[config.mk]
export PLATFORM = sky130hd
export DESIGN_NAME = huffman_tree_codec_unit
export DESIGN_NICKNAME = d
export VERILOG_FILES = /design/src/sv/hufc_pkg.sv /design/src/sv/hufc_ctrl.sv /design/src/sv/hufc_datapath.sv /design/src/sv/huffman_tree_codec_unit.sv
export SDC_FILE = /design/constraint.sdc
export NUM_CORES = 2
export LEC_CHECK = 0
export BUFFER_PORTS_ARGS = -buffer_cell sky130_fd_sc_hd__buf_4
export CAP_MARGIN = 0
export CORE_MARGIN = 4
export CORE_UTILIZATION = 38
export CTS_BUF_LIST = sky130_fd_sc_hd__clkbuf_8
export CTS_CLUSTER_DIAMETER = 150
export DETAILED_ROUTE_END_ITERATION = 6
export PLACE_DENSITY_LB_ADDON = 0.15
export REMOVE_ABC_BUFFERS = 1
export SYNTH_ARGS = -nofsm -noshare
export SYNTH_HDL_FRONTEND = slang
export SYNTH_SLANG_ARGS = --single-unit
[constraint.sdc]
create_clock -name clk -period 5.15 [get_ports clk]
set_input_delay 0.515 -clock clk [delete_from_list [all_inputs] [get_ports clk]]
set_output_delay 0.515 -clock clk [all_outputs]
set_load 0.1 [all_outputs]
[src/sv/hufc_pkg.sv]
// package for the huffman tree codec unit
// types, constants and command codes shared by controller, datapath and top level
// no dependencies
package hufc_pkg;

    localparam int MAX_SYMBOLS = 32;
    localparam int WEIGHT_BITS = 16;
    localparam int NODE_SLOTS  = 2 * MAX_SYMBOLS;
    localparam int NODE_W      = $clog2(NODE_SLOTS);
    localparam int LEAF_W      = $clog2(MAX_SYMBOLS);
    localparam int SUM_W       = WEIGHT_BITS + LEAF_W;
    localparam int NUM_W       = 6;
    localparam int SYM_W       = 8;
    localparam int CODE_W      = 31;
    localparam int LEN_W       = 5;
    localparam logic [NUM_W-1:0] NUM_RESET = 6'd27;
    localparam logic [LEN_W-1:0] LEN_MAX   = 5'd31;

    typedef enum logic [1:0] {
        OP_LOAD   = 2'd0,
        OP_BUILD  = 2'd1,
        OP_ENCODE = 2'd2,
        OP_DECODE = 2'd3
    } op_t;

    typedef enum logic [1:0] {
        ST_OK        = 2'd0,
        ST_NOT_BUILT = 2'd1,
        ST_NOT_FOUND = 2'd2,
        ST_BAD       = 2'd3
    } status_t;

    typedef enum logic [4:0] {
        CMD_NOP     = 5'd0,
        CMD_CAPTURE = 5'd1,
        CMD_LOAD    = 5'd2,
        CMD_BCHK    = 5'd3,
        CMD_BCLR    = 5'd4,
        CMD_MSTART  = 5'd5,
        CMD_MSCAN   = 5'd6,
        CMD_MFIN    = 5'd7,
        CMD_MWA     = 5'd8,
        CMD_MWB     = 5'd9,
        CMD_ESTART  = 5'd10,
        CMD_ESCAN   = 5'd11,
        CMD_EFIN    = 5'd12,
        CMD_ECHK    = 5'd13,
        CMD_EUP     = 5'd14,
        CMD_EBIT    = 5'd15,
        CMD_DRD     = 5'd16,
        CMD_DSEL    = 5'd17,
        CMD_DCH     = 5'd18
    } cmd_code_t;

    typedef struct packed {
        cmd_code_t code;
        logic      in_ready;
        logic      out_load;
    } hufc_cmd_t;

    typedef struct packed {
        op_t  in_op;
        logic built;
        logic bld_bad;
        logic clr_last;
        logic scan_last;
        logic merge_last;
        logic esc_last;
        logic found;
        logic up_done;
        logic dec_leaf;
    } hufc_stat_t;

    typedef struct packed {
        status_t           status;
        logic              symbol_valid;
        logic [SYM_W-1:0]  decoded_symbol;
        logic [CODE_W-1:0] code_bits;
        logic [LEN_W-1:0]  code_length;
    } hufc_res_t;

endpackage

[src/sv/hufc_ctrl.sv]
// controller state machine of the huffman tree codec unit
// sequences load, build, encode and decode; depends on hufc_pkg
module hufc_ctrl (
    input  logic              clk,
    input  logic              rst_n,
    input  logic              in_valid,
    input  logic              out_free,
    input  hufc_pkg::hufc_stat_t stat,
    output hufc_pkg::hufc_cmd_t  cmd
);
    import hufc_pkg::*;

    typedef enum logic [18:0] {
        S_IDLE   = 19'h00001,
        S_LOAD   = 19'h00002,
        S_BCHK   = 19'h00004,
        S_BCLR   = 19'h00008,
        S_MSTART = 19'h00010,
        S_MSCAN  = 19'h00020,
        S_MFIN   = 19'h00040,
        S_MWA    = 19'h00080,
        S_MWB    = 19'h00100,
        S_ESTART = 19'h00200,
        S_ESCAN  = 19'h00400,
        S_EFIN   = 19'h00800,
        S_ECHK   = 19'h01000,
        S_EUP    = 19'h02000,
        S_EBIT   = 19'h04000,
        S_DRD    = 19'h08000,
        S_DSEL   = 19'h10000,
        S_DCH    = 19'h20000,
        S_DONE   = 19'h40000
    } state_t;

    state_t state_reg, state_next;

    always_ff @(posedge clk or negedge rst_n)
    begin
        if (!rst_n)
        begin
            state_reg <= S_IDLE;
        end
        else
        begin
            state_reg <= state_next;
        end
    end

    always_comb
    begin
        state_next   = state_reg;
        cmd.code     = CMD_NOP;
        cmd.in_ready = 1'b0;
        cmd.out_load = 1'b0;
        case (state_reg)
            S_IDLE:
            begin
                cmd.in_ready = 1'b1;
                if (in_valid)
                begin
                    cmd.code = CMD_CAPTURE;
                    case (stat.in_op)
                        OP_LOAD:   state_next = S_LOAD;
                        OP_BUILD:  state_next = S_BCHK;
                        OP_ENCODE: state_next = stat.built ? S_ESTART : S_DONE;
                        default:   state_next = stat.built ? S_DRD : S_DONE;
                    endcase
                end
            end
            S_LOAD:
            begin
                cmd.code   = CMD_LOAD;
                state_next = S_DONE;
            end
            S_BCHK:
            begin
                cmd.code   = CMD_BCHK;
                state_next = stat.bld_bad ? S_DONE : S_BCLR;
            end
            S_BCLR:
            begin
                cmd.code   = CMD_BCLR;
                state_next = stat.clr_last ? S_MSTART : S_BCLR;
            end
            S_MSTART:
            begin
                cmd.code   = CMD_MSTART;
                state_next = S_MSCAN;
            end
            S_MSCAN:
            begin
                cmd.code   = CMD_MSCAN;
                state_next = stat.scan_last ? S_MFIN : S_MSCAN;
            end
            S_MFIN:
            begin
                cmd.code   = CMD_MFIN;
                state_next = S_MWA;
            end
            S_MWA:
            begin
                cmd.code   = CMD_MWA;
                state_next = S_MWB;
            end
            S_MWB:
            begin
                cmd.code   = CMD_MWB;
                state_next = stat.merge_last ? S_DONE : S_MSTART;
            end
            S_ESTART:
            begin
                cmd.code   = CMD_ESTART;
                state_next = S_ESCAN;
            end
            S_ESCAN:
            begin
                cmd.code   = CMD_ESCAN;
                state_next = stat.esc_last ? S_EFIN : S_ESCAN;
            end
            S_EFIN:
            begin
                cmd.code   = CMD_EFIN;
                state_next = S_ECHK;
            end
            S_ECHK:
            begin
                cmd.code   = CMD_ECHK;
                state_next = stat.found ? S_EUP : S_DONE;
            end
            S_EUP:
            begin
                cmd.code   = CMD_EUP;
                state_next = stat.up_done ? S_DONE : S_EBIT;
            end
            S_EBIT:
            begin
                cmd.code   = CMD_EBIT;
                state_next = S_EUP;
            end
            S_DRD:
            begin
                cmd.code   = CMD_DRD;
                state_next = S_DSEL;
            end
            S_DSEL:
            begin
                cmd.code   = CMD_DSEL;
                state_next = stat.dec_leaf ? S_DCH : S_DONE;
            end
            S_DCH:
            begin
                cmd.code   = CMD_DCH;
                state_next = S_DONE;
            end
            S_DONE:
            begin
                if (out_free)
                begin
                    cmd.out_load = 1'b1;
                    state_next   = S_IDLE;
                end
            end
            default:
            begin
                state_next = S_IDLE;
            end
        endcase
    end

endmodule

[src/sv/hufc_datapath.sv]
// datapath of the huffman tree codec unit
// node and leaf memories, scan registers, code accumulator; depends on hufc_pkg
module hufc_datapath (
    input  logic                          clk,
    input  logic                          rst_n,
    input  hufc_pkg::hufc_cmd_t           cmd,
    input  hufc_pkg::op_t                 in_op,
    input  logic [hufc_pkg::LEAF_W-1:0]   in_slot,
    input  logic [hufc_pkg::SYM_W-1:0]    in_sym,
    input  logic [hufc_pkg::WEIGHT_BITS-1:0] in_weight,
    input  logic                          in_bit,
    input  logic                          cfg_we,
    input  logic [hufc_pkg::NUM_W-1:0]    cfg_num,
    output hufc_pkg::hufc_stat_t          stat,
    output hufc_pkg::hufc_res_t           res
);
    import hufc_pkg::*;

    logic [SUM_W-1:0]  weight_mem [NODE_SLOTS];
    logic [NODE_W-1:0] parent_mem [NODE_SLOTS];
    logic [NODE_W-1:0] left_mem   [NODE_SLOTS];
    logic [NODE_W-1:0] right_mem  [NODE_SLOTS];
    logic [SYM_W-1:0]  char_mem   [MAX_SYMBOLS];

    logic [SUM_W-1:0]  weight_rd;
    logic [NODE_W-1:0] parent_rd, left_rd, right_rd;
    logic [SYM_W-1:0]  char_rd;

    logic [NUM_W-1:0]       num_reg;
    logic [MAX_SYMBOLS-1:0] loaded_reg;
    logic                   built_reg;
    logic [NUM_W-1:0]       bc_reg;
    logic [NODE_W-1:0]      pos_reg;

    logic [LEAF_W-1:0]      slot_reg;
    logic [SYM_W-1:0]       sym_reg;
    logic [WEIGHT_BITS-1:0] wt_reg;
    logic                   bit_reg;
    logic [NUM_W-1:0]       n_reg;
    logic [NODE_W-1:0]      idx_reg, node_reg, rdx_reg;
    logic [NODE_W-1:0]      a_reg, b_reg, c_reg, f_reg;
    logic [SUM_W-1:0]       w1_reg, w2_reg;
    logic                   rdv_reg, found_reg;
    logic [CODE_W-1:0]      code_reg;
    logic [LEN_W-1:0]       len_reg;
    status_t                st_reg;
    logic                   sv_reg;
    logic [SYM_W-1:0]       dsym_reg;

    logic [NODE_W:0]        total_w, root_w;
    logic [NODE_W-1:0]      total, root, cur, next_node, node_raddr;
    logic [LEAF_W-1:0]      char_raddr;
    logic [MAX_SYMBOLS:0]   one_sh;
    logic [MAX_SYMBOLS-1:0] need_mask;
    logic                   pw_en;
    logic [NODE_W-1:0]      pw_addr, pw_data;

    assign total_w   = {n_reg, 1'b0} - (NODE_W+1)'(1);
    assign total     = total_w[NODE_W-1:0];
    assign root_w    = {bc_reg, 1'b0} - (NODE_W+1)'(1);
    assign root      = root_w[NODE_W-1:0];
    assign cur       = (pos_reg == '0) ? root : pos_reg;
    assign next_node = bit_reg ? right_rd : left_rd;
    assign one_sh    = (MAX_SYMBOLS+1)'(1) << num_reg;
    assign need_mask = one_sh[MAX_SYMBOLS-1:0] - MAX_SYMBOLS'(1);

    always_comb
    begin
        case (cmd.code)
            CMD_ECHK: node_raddr = c_reg;
            CMD_EUP:  node_raddr = parent_rd;
            CMD_EBIT: node_raddr = f_reg;
            CMD_DRD:  node_raddr = cur;
            default:  node_raddr = idx_reg;
        endcase
        if (cmd.code == CMD_DSEL)
        begin
            char_raddr = LEAF_W'(next_node - NODE_W'(1));
        end
        else
        begin
            char_raddr = idx_reg[LEAF_W-1:0];
        end
        pw_en   = 1'b1;
        pw_addr = idx_reg;
        pw_data = '0;
        case (cmd.code)
            CMD_BCLR:
            begin
                pw_addr = idx_reg;
            end
            CMD_MWA:
            begin
                pw_addr = a_reg;
                pw_data = node_reg;
            end
            CMD_MWB:
            begin
                pw_addr = b_reg;
                pw_data = node_reg;
            end
            default:
            begin
                pw_en = 1'b0;
            end
        endcase
    end

    always_ff @(posedge clk)
    begin
        if (pw_en)
        begin
            parent_mem[pw_addr] <= pw_data;
        end
        if (cmd.code == CMD_LOAD)
        begin
            weight_mem[NODE_W'(slot_reg) + NODE_W'(1)] <= SUM_W'(wt_reg);
            char_mem[slot_reg] <= sym_reg;
        end
        if (cmd.code == CMD_MWA)
        begin
            weight_mem[node_reg] <= w1_reg + w2_reg;
            left_mem[node_reg]   <= a_reg;
            right_mem[node_reg]  <= b_reg;
        end
        parent_rd <= parent_mem[node_raddr];
        weight_rd <= weight_mem[node_raddr];
        left_rd   <= left_mem[node_raddr];
        right_rd  <= right_mem[node_raddr];
        char_rd   <= char_mem[char_raddr];
    end

    always_ff @(posedge clk or negedge rst_n)
    begin
        if (!rst_n)
        begin
            num_reg    <= NUM_RESET;
            loaded_reg <= '0;
            built_reg  <= 1'b0;
            bc_reg     <= '0;
            pos_reg    <= '0;
        end
        else
        begin
            if (cfg_we)
            begin
                num_reg <= cfg_num;
            end
            case (cmd.code)
                CMD_LOAD:
                begin
                    loaded_reg[slot_reg] <= 1'b1;
                    built_reg            <= 1'b0;
                    pos_reg              <= '0;
                end
                CMD_MWB:
                begin
                    if (node_reg == total)
                    begin
                        built_reg <= 1'b1;
                        bc_reg    <= n_reg;
                        pos_reg   <= '0;
                    end
                end
                CMD_DSEL:
                begin
                    pos_reg <= (NUM_W'(next_node) <= bc_reg) ? '0 : next_node;
                end
                default:
                begin
                end
            endcase
        end
    end

    always_ff @(posedge clk)
    begin
        case (cmd.code)
            CMD_CAPTURE:
            begin
                slot_reg <= in_slot;
                sym_reg  <= in_sym;
                wt_reg   <= in_weight;
                bit_reg  <= in_bit;
                code_reg <= '0;
                len_reg  <= '0;
                sv_reg   <= 1'b0;
                dsym_reg <= '0;
                st_reg   <= ((in_op == OP_ENCODE || in_op == OP_DECODE) && !built_reg)
                            ? ST_NOT_BUILT : ST_OK;
            end
            CMD_BCHK:
            begin
                n_reg    <= num_reg;
                idx_reg  <= NODE_W'(1);
                node_reg <= NODE_W'(num_reg) + NODE_W'(1);
                if (stat.bld_bad)
                begin
                    st_reg <= ST_BAD;
                end
            end
            CMD_BCLR:
            begin
                idx_reg <= idx_reg + NODE_W'(1);
            end
            CMD_MSTART:
            begin
                idx_reg <= NODE_W'(1);
                a_reg   <= '0;
                b_reg   <= '0;
                rdv_reg <= 1'b0;
            end
            CMD_MSCAN, CMD_MFIN:
            begin
                idx_reg <= idx_reg + NODE_W'(1);
                rdx_reg <= idx_reg;
                rdv_reg <= (cmd.code == CMD_MSCAN);
                if (rdv_reg && parent_rd == '0)
                begin
                    if (a_reg == '0 || weight_rd <= w1_reg)
                    begin
                        b_reg  <= a_reg;
                        w2_reg <= w1_reg;
                        a_reg  <= rdx_reg;
                        w1_reg <= weight_rd;
                    end
                    else if (b_reg == '0 || weight_rd <= w2_reg)
                    begin
                        b_reg  <= rdx_reg;
                        w2_reg <= weight_rd;
                    end
                end
            end
            CMD_MWB:
            begin
                node_reg <= node_reg + NODE_W'(1);
            end
            CMD_ESTART:
            begin
                idx_reg   <= '0;
                rdv_reg   <= 1'b0;
                found_reg <= 1'b0;
            end
            CMD_ESCAN, CMD_EFIN:
            begin
                idx_reg <= idx_reg + NODE_W'(1);
                rdx_reg <= idx_reg;
                rdv_reg <= (cmd.code == CMD_ESCAN);
                if (rdv_reg && !found_reg && char_rd == sym_reg)
                begin
                    found_reg <= 1'b1;
                    c_reg     <= rdx_reg + NODE_W'(1);
                end
            end
            CMD_ECHK:
            begin
                if (!found_reg)
                begin
                    st_reg <= ST_NOT_FOUND;
                end
            end
            CMD_EUP:
            begin
                f_reg <= parent_rd;
            end
            CMD_EBIT:
            begin
                if (right_rd == c_reg)
                begin
                    code_reg <= code_reg | (CODE_W'(1) << len_reg);
                end
                len_reg <= len_reg + LEN_W'(1);
                c_reg   <= f_reg;
            end
            CMD_DSEL:
            begin
                sv_reg <= (NUM_W'(next_node) <= bc_reg);
            end
            CMD_DCH:
            begin
                dsym_reg <= char_rd;
            end
            default:
            begin
            end
        endcase
    end

    assign stat.in_op      = in_op;
    assign stat.built      = built_reg;
    assign stat.bld_bad    = (num_reg < NUM_W'(2)) || (num_reg > NUM_W'(MAX_SYMBOLS))
                             || ((loaded_reg & need_mask) != need_mask);
    assign stat.clr_last   = (idx_reg == total);
    assign stat.scan_last  = (idx_reg == node_reg - NODE_W'(1));
    assign stat.merge_last = (node_reg == total);
    assign stat.esc_last   = (idx_reg == NODE_W'(bc_reg) - NODE_W'(1));
    assign stat.found      = found_reg;
    assign stat.up_done    = (parent_rd == '0) || (len_reg == LEN_MAX);
    assign stat.dec_leaf   = (NUM_W'(next_node) <= bc_reg);

    assign res.status         = st_reg;
    assign res.symbol_valid   = sv_reg;
    assign res.decoded_symbol = dsym_reg;
    assign res.code_bits      = code_reg;
    assign res.code_length    = len_reg;

endmodule

[src/sv/huffman_tree_codec_unit.sv]
// top level of the huffman tree codec unit: stream ports, output register
// one item at a time; the next item is taken while a result waits in the output register
// reset (rst_n, async): no leaves loaded, tree not built, num_symbols 27
// depends on hufc_pkg, hufc_ctrl, hufc_datapath
module huffman_tree_codec_unit (
    input  logic        clk,
    input  logic        rst_n,
    input  logic        s_tvalid,
    output logic        s_tready,
    input  logic [31:0] s_tdata,   // leaf_index, symbol, weight, code_bit, zero pad
    input  logic [1:0]  s_tuser,   // operation
    output logic        m_tvalid,
    input  logic        m_tready,
    output logic [47:0] m_tdata,   // decoded_symbol, code_bits, code_length, zero pad
    output logic [2:0]  m_tuser,   // status, symbol_valid
    input  logic        cfg_valid,
    output logic        cfg_ready,
    input  logic [5:0]  cfg_data   // num_symbols
);
    import hufc_pkg::*;

    hufc_cmd_t  cmd;
    hufc_stat_t stat;
    hufc_res_t  res;
    hufc_res_t  out_reg;
    logic       out_valid_reg;
    logic       out_free;

    assign cfg_ready = 1'b1;
    assign out_free  = !out_valid_reg || m_tready;
    assign s_tready  = cmd.in_ready;

    hufc_ctrl u_ctrl (
        .clk      (clk),
        .rst_n    (rst_n),
        .in_valid (s_tvalid),
        .out_free (out_free),
        .stat     (stat),
        .cmd      (cmd)
    );

    hufc_datapath u_dp (
        .clk       (clk),
        .rst_n     (rst_n),
        .cmd       (cmd),
        .in_op     (op_t'(s_tuser)),
        .in_slot   (s_tdata[4:0]),
        .in_sym    (s_tdata[12:5]),
        .in_weight (s_tdata[28:13]),
        .in_bit    (s_tdata[29]),
        .cfg_we    (cfg_valid),
        .cfg_num   (cfg_data),
        .stat      (stat),
        .res       (res)
    );

    always_ff @(posedge clk or negedge rst_n)
    begin
        if (!rst_n)
        begin
            out_valid_reg <= 1'b0;
        end
        else if (cmd.out_load)
        begin
            out_valid_reg <= 1'b1;
        end
        else if (m_tready)
        begin
            out_valid_reg <= 1'b0;
        end
    end

    always_ff @(posedge clk)
    begin
        if (cmd.out_load)
        begin
            out_reg <= res;
        end
    end

    assign m_tvalid = out_valid_reg;
    assign m_tdata  = {4'd0, out_reg.code_length, out_reg.code_bits, out_reg.decoded_symbol};
    assign m_tuser  = {out_reg.symbol_valid, out_reg.status};

    a_sv_ok: assert property (@(posedge clk) disable iff (!rst_n)
        m_tvalid && m_tuser[2] |-> m_tuser[1:0] == ST_OK)
        else $error("decoded symbol with error status");

    a_err_clean: assert property (@(posedge clk) disable iff (!rst_n)
        m_tvalid && m_tuser[1:0] != ST_OK |-> m_tdata[43:39] == 5'd0 && m_tdata[7:0] == 8'd0)
        else $error("error result carries payload");

    a_one_item: assert property (@(posedge clk) disable iff (!rst_n)
        s_tvalid && s_tready |=> !s_tready)
        else $error("second item taken while busy");

endmodule

# After elaboration in Yosys (flattened, before gate mapping)
# Memories as Yosys holds them, arrays and structs flattened. A register that Yosys moved wholly into a read port is not among the register bits.
# Cells that the tools add are included.
dict set report totals {
  in_bits 45
  wordCells 246
  ram_bits 2752
  reg_bits 287
  out_inout_bits 54
  mem_count 5
}
dict set report classes {
  n_bitwise 3
  shift 2
  muxes 69
  n_reduce_logical 56
  eq_ne 58
  add_sub_neg 13
  magnitude_cmp 7
}
# name words word_bits rd rd_clocked_by_memory_dff write_ports line
set memory_table {}
lappend memory_table {u_dp.weight_mem 64 21 1 1 1 hufc_datapath.sv:19} ;# logic [SUM_W-1:0] weight_mem [NODE_SLOTS];
lappend memory_table {u_dp.left_mem 64 6 1 1 1 hufc_datapath.sv:21} ;# logic [NODE_W-1:0] left_mem [NODE_SLOTS];
lappend memory_table {u_dp.parent_mem 64 6 1 1 1 hufc_datapath.sv:20} ;# logic [NODE_W-1:0] parent_mem [NODE_SLOTS];
lappend memory_table {u_dp.right_mem 64 6 1 1 1 hufc_datapath.sv:22} ;# logic [NODE_W-1:0] right_mem [NODE_SLOTS];
lappend memory_table {u_dp.char_mem 32 8 1 1 1 hufc_datapath.sv:23} ;# logic [SYM_W-1:0] char_mem [MAX_SYMBOLS];
# cell count
set ops {}
lappend ops {{case mux 19 bit (18 select lines)} 1}
lappend ops {{two-way mux 19 bit} 9}
lappend ops {{case mux 5 bit (18 select lines)} 1}
lappend ops {{two-way mux 6 bit} 12}
lappend ops {{two-way mux 21 bit} 3}
lappend ops {{case mux 31 bit (2 select lines)} 1}
lappend ops {{case mux 6 bit (2 select lines)} 5}
lappend ops {{case mux 19 bit (3 select lines)} 1}
lappend ops {{less-or-equal comparator 21 bit} 2}
lappend ops {{equality test 5 x 4 -> 1 bit (second input constant)} 8}
lappend ops {{case mux 6 bit (3 select lines)} 2}
lappend ops {{AND 32 bit} 1}
lappend ops {{!= test 32 bit} 1}
lappend ops {{bitwise OR 32 bit} 1}
lappend ops {{<< shifter 1 x 6 -> 32 bit (first input constant)} 1}
lappend ops {{subtractor 32 x 1 -> 32 bit (second input constant)} 1}
lappend ops {{two-way mux 31 bit} 1}
lappend ops {{bitwise OR 31 bit} 1}
lappend ops {{<< shifter 1 x 5 -> 31 bit (first input constant)} 1}
lappend ops {{equality test 6 bit} 5}
lappend ops {{adder 6 x 1 -> 6 bit (second input constant)} 4}
lappend ops {{zero test 6 bit} 4}
lappend ops {{case mux 6 bit (4 select lines)} 1}
lappend ops {{subtractor 6 x 1 -> 6 bit (second input constant)} 4}
lappend ops {{62 further kinds} 137}

# Logic depth before layout (Yosys ltp)
dict set report depth {
  depth_word 7
  ltp_mapped 16
}

# Hierarchy
# From an unflattened synthesis, not the netlist that was laid out.
dict set report hier_totals {
  cells_unflattened 6095
  hier_area_um2 121417.7
}
# mod cells_each seq_area_each_um2 area_each_um2 n_inst
set by_module_without_submodules {}
lappend by_module_without_submodules {hufc_datapath 5890 89936.3 118633.8 1}
lappend by_module_without_submodules {huffman_tree_codec_unit 57 1436.4 1503.9 1}
lappend by_module_without_submodules {hufc_ctrl 148 476.7 1280.0 1}

# Worst setup path before layout
# Ideal clock, no wire load.
dict set report synth_path {
  path_type {register to register}
  start {reg u_ctrl.state_reg[9]}
  end {reg u_dp.code_reg[0] (enable)}
  setup_ns 0.506
  path_stages_with_launch 7
  t_arrival_ns 5.258
  slack_ns -0.615
  t_required_ns 4.644
  synth_period_minus_slack_ns 5.765
  path_cell_list {dfrtp_1 > nor4_4 > nand3_1 > or4_1 > nor3b_1 > nand2_1 > o41ai_1}
}
dict set report synth_via {
  elab_chain_len 5
  word_cells_on_any_way 24
  classes_between {21 x eq/ne; 1 x mux; 2 x reduce/logical}
}
# element line
set synth_rtl {}
lappend synth_rtl {{start: declaration} hufc_ctrl.sv:35} ;# state_t state_reg, state_next;
lappend synth_rtl {{start signal: assignment} hufc_ctrl.sv:45} ;# state_reg <= state_next;
lappend synth_rtl {{equality test 19 x 18 -> 1 bit, or another cell as far along} hufc_ctrl.sv:55} ;# case (state_reg)
lappend synth_rtl {{case mux 5 bit (18 select lines) (*)} hufc_ctrl.sv:55}
lappend synth_rtl {{equality test 5 x 4 -> 1 bit or equality test 5 x 1 -> 1 bit (tied branches)} hufc_datapath.sv:178} ;# case (cmd.code)
lappend synth_rtl {{!= test 2 x 1 -> 1 bit (no source line) or nonzero test 2 bit (tied branches)} -}
lappend synth_rtl {{AND reduction 2 bit (no source line) (*)} -}
lappend synth_rtl {{end signal: assignment} hufc_datapath.sv:270} ;# code_reg <= code_reg | (CODE_W'(1) << len_reg);
lappend synth_rtl {{end: declaration} hufc_datapath.sv:44} ;# logic [CODE_W-1:0] code_reg;
# Mark *: on every way between the ends. The rest lies on a longest branch, timed or not.
# A chain may end at the register's enable or synchronous reset.

# Worst setup path in the final report
dict set report layout_path {
  start {reg u_ctrl.state_reg[12]}
  end {mem u_dp.parent_mem[44][4] (netlist name) (enable)}
}
dict set report layout_via {
  elab_chain_len 7
  word_cells_on_any_way 27
  classes_between {21 x eq/ne; 5 x mux; 1 x reduce/logical}
}
# element line
set layout_rtl {}
lappend layout_rtl {{equality test 19 x 18 -> 1 bit, or another cell as far along} hufc_ctrl.sv:55}
lappend layout_rtl {{case mux 5 bit (18 select lines) (*)} hufc_ctrl.sv:55}
lappend layout_rtl {{equality test 5 x 3 -> 1 bit or equality test 5 x 4 -> 1 bit (tied branches)} hufc_datapath.sv:87} ;# case (cmd.code)
lappend layout_rtl {{OR reduction 3 bit (no source line)} -}
lappend layout_rtl {{two-way mux 1 bit} hufc_datapath.sv:87}
lappend layout_rtl {{two-way mux 1 bit} hufc_datapath.sv:111} ;# if (pw_en)
lappend layout_rtl {{two-way mux 1 bit (not written as such)} hufc_datapath.sv:113} ;# parent_mem[pw_addr] <= pw_data;
lappend layout_rtl {{end: declaration} hufc_datapath.sv:20}
# Marks and branches as above.

==> flow_summary.yaml <==
setup_path:
  critPathMaxFanout: 18
  crit_path_start_kind: "flip-flop"
  crit_required_ns: 5.90
  worst_ep_arrival_time_ns: 5.73
  end_kind: "flip-flop"
  critical_path_class: "flip-flop to flip-flop"
  cp-startpoint: "u_ctrl.state_reg[12]"
  reg2reg_from: "u_ctrl.state_reg[12]"
yosys:
  yosys_warnings: 0
  yosysTopAreaCell: "edfxtp_1"
  synth-seq-area-share_pct: 73.53
  synthMostInstantiatedCell: "edfxtp_1"
  yosysUniqueCellTypes: 89
  synth_seq_cells: 3086
  avgSynthCellArea_um2: 13.47
  synth_ff_type: "edfxtp_1"
  netlist_top_cells_count: "edfxtp_1 (2968), nand2_1 (2416), nand3_1 (512)"
  synthCells: 9275
  synth_edf_count: 2968
  netlist_top_cells_area: "edfxtp_1 (71%), nand2_1 (7.3%), nand3_1 (2.1%), a31oi_1 (1.7%), mux2i_1 (1.4%)"
  synth_top_area_share_pct: 71.34
  post_synth_instance_area_mm2: 0.1249
  ys_async_sr_fraction_pct: 2.301
routing:
  ant_nets: 0
  viasPerCell: 5.408
  post-route-drc-count: 2
  avgRoutedWirePerCell_um: 25.24
  wl_mm: 369.9
  first_pass_iters: 7
  drt_iter0_markers: 7025
  vias: 79237
sta:
  setup_violations: 0
  hold_violations: 0
  fin_crit_sh_pct: 96.79
  rsz0062_at_grt: "yes"
  slew_headroom_pct: 18.91
  min_period_ns: 4.984
  clock_skew_ns: 0.09024
  slew_violations: 0
  max_freq_mhz: 200.6
  worst_pin_slew_ns: 1.204
  whs_ns: 0.1172
placement:
  hpwl_mm: 222.7
  placed_cell_area_mm2: 0.1336
  dp.cells: 13618
  io_buffers: 91
  routabilityCongestion: 0.8603
global_routing:
  grt_use_met2_pct: 33.33
  grt_pass1_wl_mm: 534.6
  grt_pass1_vias: 77560
  track_usage_pct: 21.16
  use_met1_pct: 30.08
  grt_antenna_before_repair: 16
  met3_usage_pct: 3.596
  grt_max_degree: 101
  top_usage_layer: "met2"
  grt-ovfl-total: 0
final_layout:
  nNetsFinal: 10015
  utilization_pct: 44.06
  largest_register: "u_dp.weight_mem"
  final_area_mm2: 0.1443
  largest_register_ffs: 1344
  drive_above_1_share_pct: 14.78
  instances_no_fill: 14652
  area_growth_pct: 15.47
  fillers: 29662
pwr:
  total_power_mw: 51.84
  p_leak_nw: 48.97
  cellPowerDensity_mw_per_mm2: 359.4
  peakVddDrop_uv: 259.7
floorplan:
  ios: 99
  die_h_um: 581.4
  rows: 210
  coreArea_mm2: 0.3274
  start_util_pct: 38.16
  die_w_um: 581.4
  die-area_mm2: 0.3380
clock_network:
  cts_setup_buffers: 0
  worstSkewPairLatency_ns: 1.19
  cts_num_sinks: 3086
  clk_pin_slew_ns: 0.06
  tritoncts: "done"
  htreeDepth: 6
  clockBufferDepth: 4
  root_buffer: "clkbuf_8"
  numCtsBuffers: 536
run_status:
  violations: "design-rule violations"
  status: "finished with violations"
hold_path:
  min_path_type: "input port to flip-flop"
  worstHoldStart: "s_tdata[15]"
job:
  max_cap_violations: 0
==> cell usage in the layout (no fill, tap or decap), drive strengths merged, types with 26 or more instances in the layout <==
| cell type | synthesis | layout |
|---|---|---|
| a21oi | 321 | 321 |
| nand2 | 2418 | 2418 |
| o21ai | 184 | 184 |
| nand3 | 513 | 513 |
| edfxtp | 2968 | 2968 |
| a221oi | 27 | 27 |
| nand4 | 27 | 27 |
| xor2 | 43 | 43 |
| nor2 | 358 | 358 |
| and4 | 34 | 34 |
| buf | 302 | 565 |
| inv | 85 | 310 |
| a31oi | 335 | 335 |
| nor3 | 44 | 44 |
| mux4 | 64 | 64 |
| a221o | 45 | 45 |
| nor4 | 28 | 28 |
| mux2 | 36 | 36 |
| a311oi | 60 | 60 |
| clkinv | 1 | 146 |
| dfrtp | 66 | 66 |
| and3 | 266 | 266 |
| clkbuf | 269 | 552 |
| dlygate4sd3 | 0 | 72 |
| a21o | 26 | 26 |
| mux2i | 172 | 172 |
| o211ai | 41 | 41 |
| and2 | 26 | 26 |
| dfxtp | 47 | 47 |
| ha | 87 | 87 |
| xnor2 | 39 | 39 |
| or2 | 38 | 38 |
| a2111oi | 108 | 108 |
==> logic make-up (layout without fill, tap and decap cells) <==
| logic type | Yosys count | in the layout | synth area share [%] |
|---|---|---|---|
| XOR/XNOR | 82 | 82 | 0.5749 |
| AO/OA/AOI/OAI | 1240 | 1240 | 6.476 |
| other | 2 | 19 | 0.006012 |
| flip-flops | 3086 | 3086 | 73.53 |
| buffers and inverters | 657 | 1671 | 2.297 |
| AND/OR/NAND/NOR | 3847 | 3847 | 13.37 |
| multiplexers | 272 | 272 | 2.857 |
| adder cells (fa/ha/maj) | 89 | 89 | 0.8954 |
==> final timing paths <==
kind                                          end  slack, ns  depth (start not counted)
setup / recovery           u_dp.parent_mem[44][4]       0.17                         11
hold / removal                     u_dp.wt_reg[2]       0.12                          2
setup reg to reg           u_dp.parent_mem[44][4]       0.17                         11
hold reg to reg                        m_tdata[1]       0.42                          0
max in group asynchronous         u_dp.pos_reg[1]       4.38                          3
min in group asynchronous     u_dp.loaded_reg[30]       0.17                          3
==> final cells by class <==
type                       count  area [um2]  share of cell area, %
clock buffer                 552        7597                  5.267
tap                         4346        5438                  3.770
multi-input combinational   5535       30870                  21.40
antenna                       14       35.03                0.02429
timing repair buffer         637        5901                  4.090
sequential                  3086       91850                  63.67
clock inverter               396        2241                  1.553
inverter                      86       322.8                 0.2238
==> worst max-delay path, cell delays in order, from the launching register on <==
cell      delay [ns]
dfrtp_1         0.47
or4_1           0.58
and3b_1         0.32
and3_1          0.24
nand3_4         0.23
inv_1           0.46
nor2_1          0.16
buf_4           0.24
and2_1          0.19
a221oi_2        0.54
nand3_1         0.54
nor2_1          0.57
==> where the power goes <==
| part | total, mW | switching, mW | internal (mW) |
|---|---|---|---|
| registers | 28.0 | 0.219 | 27.8 |
| logic | 2.97 | 2.10 | 0.867 |
| clock network | 20.8 | 10.1 | 10.7 |
==> layer usage <==
layer / up-vias / part of all wire, %
li1: 35741 / -
met1: 40120 / 44
met2: 2784 / 46
met3: 592 / 7.0
met4: 0 / 3.0
met5: - / 0
==> through the flow <==
step / setup TNS (ns) / setup slack, ns
after floorplan: -3982.29 / -67.65
after global placement: 0 / 0.2411
after detailed placement: 0 / 0.2194
after CTS: 0 / 0.1470
after global routing: -2.641 / -0.1019
final: 0 / 0.1655
==> repair_timing <==
action	4_1_cts	5_1_grt
hold buffers	72	0
endpoints found under the hold margin	128	0
setup endpoints to repair	0	55
resized for setup	0	5
Power figures use the tool's default switching activity.
